<file path="src/sv/gbz_pkg.sv">
// Shared types and constants for the zero-padded Gaussian blur.
// Used by gbz_div and gaussian_blur_zero_pad; depends on nothing.
package gbz_pkg;

  // Fixed-point constants of the weight generator
  localparam int unsigned LOG2_E272_Q16 = 94608;
  localparam int unsigned RECIP_SHIFT   = 38;
  localparam int unsigned FRAC_STEPS    = 12;

  // Shared divider widths (numerator holds 2^38 + S - 1, denominator holds S)
  localparam int unsigned DIV_NW = 40;
  localparam int unsigned DIV_DW = 24;

  // Configuration register indices
  localparam logic [1:0] CFG_SIGMA  = 2'd0;
  localparam logic [1:0] CFG_RADIUS = 2'd1;
  localparam logic [1:0] CFG_WIDTH  = 2'd2;
  localparam logic [1:0] CFG_HEIGHT = 2'd3;

  typedef enum logic [2:0] {
    P_IDLE,
    P_TAP,
    P_DRAIN,
    P_MUL,
    P_OUT
  } pix_state_t;

  typedef enum logic [2:0] {
    RB_IDLE,
    RB_WSTART,
    RB_WDIV,
    RB_WPOW,
    RB_WSTORE,
    RB_SUM,
    RB_RSTART,
    RB_RDIV
  } rb_state_t;

  typedef struct packed {
    logic              start;
    logic [DIV_NW-1:0] num;
    logic [DIV_DW-1:0] den;
  } div_req_t;

  typedef struct packed {
    logic              done;
    logic [DIV_NW-1:0] quo;
  } div_rsp_t;

  // 2^(-2^-(k+1)) in Q30
  function automatic logic [29:0] pow_frac(input logic [3:0] k);
    logic [29:0] v;
    case (k)
      4'd0:    v = 30'd759250125;
      4'd1:    v = 30'd902905697;
      4'd2:    v = 30'd984625594;
      4'd3:    v = 30'd1028218693;
      4'd4:    v = 30'd1050733751;
      4'd5:    v = 30'd1062175488;
      4'd6:    v = 30'd1067942999;
      4'd7:    v = 30'd1070838486;
      4'd8:    v = 30'd1072289172;
      4'd9:    v = 30'd1073015252;
      4'd10:   v = 30'd1073378477;
      4'd11:   v = 30'd1073560134;
      default: v = 30'd0;
    endcase
    return v;
  endfunction

endpackage

</file>
<file path="src/sv/gbz_div.sv">
// Restoring unsigned divider, one quotient bit per cycle.
// Depends on gbz_pkg for widths and request/response structs.
module gbz_div (
  input  logic              clk,
  input  logic              rst,
  input  gbz_pkg::div_req_t req,
  output gbz_pkg::div_rsp_t rsp
);
  import gbz_pkg::*;

  localparam int CNT_W = $clog2(DIV_NW + 1);

  logic              busy;
  logic [CNT_W-1:0]  cnt;
  logic [DIV_DW-1:0] rem;
  logic [DIV_NW-1:0] q;
  logic              done;
  logic [DIV_DW:0]   trial;
  logic              take;

  // trial subtract of the next numerator bit
  always_comb begin
    trial = {rem, q[DIV_NW-1]};
    take  = (trial >= {1'b0, req.den});
  end

  always_ff @(posedge clk) begin
    if (rst) begin
      busy <= 1'b0;
      done <= 1'b0;
      cnt  <= '0;
    end else begin
      done <= 1'b0;
      if (req.start) begin
        busy <= 1'b1;
        cnt  <= CNT_W'(DIV_NW);
      end else if (busy) begin
        cnt <= cnt - 1'b1;
        if (cnt == CNT_W'(1)) begin
          busy <= 1'b0;
          done <= 1'b1;
        end
      end
    end
  end

  always_ff @(posedge clk) begin
    if (req.start) begin
      q   <= req.num;
      rem <= '0;
    end else if (busy) begin
      rem <= take ? DIV_DW'(trial - {1'b0, req.den}) : DIV_DW'(trial);
      q   <= {q[DIV_NW-2:0], take};
    end
  end

  assign rsp.done = done;
  assign rsp.quo  = q;

  // a result only ever follows a running division
  a_done_after_busy: assert property (@(posedge clk) disable iff (rst)
    done |-> $past(busy))
    else $error("divider done without a division in flight");
  a_no_restart: assert property (@(posedge clk) disable iff (rst)
    busy |-> !req.start)
    else $error("divider restarted while busy");
  a_cnt_bound: assert property (@(posedge clk) disable iff (rst)
    busy |-> (cnt != '0))
    else $error("divider count ran out while busy");

endmodule

</file>
<file path="config.mk">
export PLATFORM = sky130hd
export DESIGN_NAME = gbz_div
export DESIGN_NICKNAME = d
export VERILOG_FILES = /design/src/sv/gbz_pkg.sv /design/src/sv/gbz_div.sv
export SDC_FILE = /design/constraint.sdc
export NUM_CORES = 1
export LEC_CHECK = 0
export ABC_AREA = 1
export BUFFER_PORTS_ARGS = -buffer_cell sky130_fd_sc_hd__buf_2
export CORE_MARGIN = 1.5
export CORE_UTILIZATION = 62
export CTS_BUF_LIST = sky130_fd_sc_hd__clkbuf_4
export DETAILED_ROUTE_END_ITERATION = 8
export PLACE_DENSITY = 0.87
export REMOVE_ABC_BUFFERS = 1
export SYNTH_ARGS = -nofsm -noshare
export SYNTH_HDL_FRONTEND = slang
export SYNTH_SLANG_ARGS = --single-unit
</file>
<file path="constraint.sdc">
create_clock -name clk -period 6.95 [get_ports clk]
set_input_delay 2.085 -clock clk [delete_from_list [all_inputs] [get_ports clk]]
set_output_delay 2.085 -clock clk [all_outputs]
set_load 0.02 [all_outputs]
</file>
==> results_dict.tcl <==
set metrics [dict create \
    critPathMaxStageDelay_ns 0.65 \
    grt_max_degree 52 \
    netlist_area_mm2 0.00512 \
    synth_area_leaders "edfxtp_1, nand2_1, dfxtp_1" \
    crit_type "in2reg" \
    num_vias 5102 \
    core_mm2 0.00785 \
    finalWorstSetupSlack_ns 2.73 \
    synth-seq-area-share_pct 36.0 \
    worstRegToRegCells 11 \
    insertedDiodeCount 0 \
    dieArea_mm2 0.00881 \
    yosysTopAreaCell "edfxtp_1" \
    slew_viol_final 0 \
    gp_congestion 0.989 \
    fin_util_pct 74.8 \
    drc 0 \
    start_kind "primary input" \
    fin_crit_ns 4.22 \
    multi_input_area_mm2 0.00263 \
    ant_nets 0 \
    min_period_over_period_pct 60.7 \
    layout_commonest_cell "nand2_1" \
    ff2ff_setup_slack_ns 4.16 \
    rows 32 \
    drive_above_1_share_pct 16.6 \
    num_io_pins 108 \
    crit_required_ns 7.14 \
    cts_root_buf "clkbuf_4" \
    die_x_um 93.9 \
    synth_top_area_share_pct 23.5 \
    grt_pass1_vias 4657 \
    wl_per_cell_um 13.3 \
    leakagePower_uw 0.00327 \
    avgViaCountPerCell 5.20 \
    htreeDepth 3 \
    wirelength_um 13100 \
    synth_cell_types 33 \
    grt_setup_unrepaired "false" \
    powerDensity_mw_per_mm2 169 \
    mostFrequentLayoutCells "nand2_1, inv_1, buf_2" \
    ys.flop_type "edfxtp_1" \
    layout.nets 969 \
    hp-class "reg2reg" \
    cts.clk_slew.worst_paths_ns 0.13 \
    cp_max_fo 25 \
    drt_iter0_drc 308 \
    seq_area_mm2 0.00184 \
    drt_pre_antenna_iters 5 \
    hp-start "rem[20]$_SDFFE_PP0P_" \
    yosysWarnings 0 \
    cts_setup_buffers 0 \
    clock_sinks 72 \
    async_reset_ff_share_pct 0 \
    fill_cells 658 \
    max_clock_freq_ghz 0.237 \
    drv_cap 0 \
    slew_headroom_pct 31.4 \
    status "finished, final reports clean" \
    cts_tree "built" \
    clockBufferDepth 2 \
    crit_top_cell "nand2_1" \
    cp_cell_sequence "buf_2, inv_1, ha_1, nand2_1, inv_1, nand2_1, nand2_1, inv_1, nand2_1, a21oi_4, nand3_4, nand2_1, nand2_1" \
    avgSynthCellArea_um2 6.61 \
    place_ws_ns 2.30 \
    setup_violations 0 \
    worstReg2RegStart "rem[15]$_SDFFE_PP0P_" \
    cts_resized 0 \
    insertion_delay_ns 0.44 \
    finalHoldViolations 0 \
    min_to "rem[20]$_SDFFE_PP0P_" \
    cts_buffers 9 \
    start_util_pct 65.3 \
    syn_inst 775 \
    hpwl_um 9760 \
    fin_setup_tns_ns 0 \
    r2r_end "q[0]$_DFFE_PP_" \
    die_h_um 93.9 \
    startpoint "req[16]" \
    ys_seq_elements 72 \
    syn_to_final_growth_pct 14.6 \
    tightest_slew_ns 1.03 \
    grt_util_all_layers_pct 30.7 \
    crit_path_end_kind "register" \
    clock_skew_ns 0.0203 \
    hold-path-cell-count 2 \
    synth_edf_count 40 \
    ir_drop_v 0.000125 \
    io_buffers 107 \
    cp.arrival_ns 4.41 \
    overflow 0 \
    antenna_found_initial 0 \
    slowest_stage "a21oi_4" \
    ctsHoldBuffers 0 \
    grt_pass1_wl_um 21300 \
]
routing by layer:
layer / vias to the layer above / GRT usage (%) / share of wire (%)
li1: 2612 / - / -
met1: 2294 / 40.7 / 44
met2: 183 / 52.5 / 49
met3: 13 / 4.85 / 6.5
met4: 0 / 6.97 / 0.99
met5: - / 0 / 0
cell usage after synthesis, types with 3 or more instances:
library cell / n
nand2_1: 316
ha_1: 26
a21oi_1: 14
o21bai_1: 3
nand3_1: 49
clkbuf_1: 13
buf_2: 6
nor2_1: 43
nand2_2: 6
o21ai_1: 7
dfxtp_1: 32
o21ai_0: 7
nand4_1: 29
xnor2_1: 9
edfxtp_1: 40
nor3_1: 6
inv_1: 143
nand3_2: 8
cells by family (layout without fill, tap and decap cells):
logic type	Yosys count	in the layout	synth area share, %
AND/OR/NAND/NOR	464	464	38.8
XOR/XNOR	11	11	1.88
AO/OA/AOI/OAI	35	35	3.93
adder cells (fa/ha/maj)	27	27	6.74
flip-flops	72	72	36.0
buffers and inverters	166	271	12.7
power by group:
part           switching (uW)  internal (uW)  leakage (uW)
clock network             165            146     0.0000839
logic                     118           62.5       0.00252
registers                14.9            484      0.000670
total                     298            693       0.00327
metrics by stage:
step | cell area [um2] | total power [uW] | hold WS [ns] | instances
floorplan | 5010 | 619 | 0.448 | 753
global placement | 5710 | 683 | 0.461 | 966
detailed placement | 5710 | 689 | 0.469 | 966
CTS | 5870 | 995 | 0.489 | 982
global route | 5870 | 1030 | 0.516 | 982
finish | 5870 | 991 | 0.485 | 982
sequential cells by signal, indices dropped and copies added (netlist names):
register,flops
busy,1
cnt,6
done,1
q,40
rem,24
worst max-delay path: cells and delay by family:
kind | cells | cell delay [ns]
AOI/OAI and AO/OA | 1 | 0.65
adders and majority gates | 1 | 0.35
buffers and inverters | 4 | 0.21
and+or+nand+nor | 7 | 1.10
worst max path at each step:
stage / to / slack (ns) / cells after the start
finish: q[0]$_DFFE_PP_ / 2.73 / 13
global route: q[0]$_DFFE_PP_ / 2.46 / 13
CTS: q[0]$_DFFE_PP_ / 2.76 / 13
detailed placement: q[0]$_DFFE_PP_ / 2.30 / 13
global placement: q[0]$_DFFE_PP_ / 2.39 / 13
floorplan: q[0]$_DFFE_PP_ / 2.95 / 12
layout make-up:
type	count	share of cell area, %
Multi-Input combinational cell	537	44.8
Clock buffer	9	1.15
Tap cell	102	2.18
Timing Repair Buffer	111	9.64
Sequential cell	72	31.4
Clock inverter	7	1.60
Inverter	144	9.21
No activity file was read; power rests on OpenSTA's default activity.
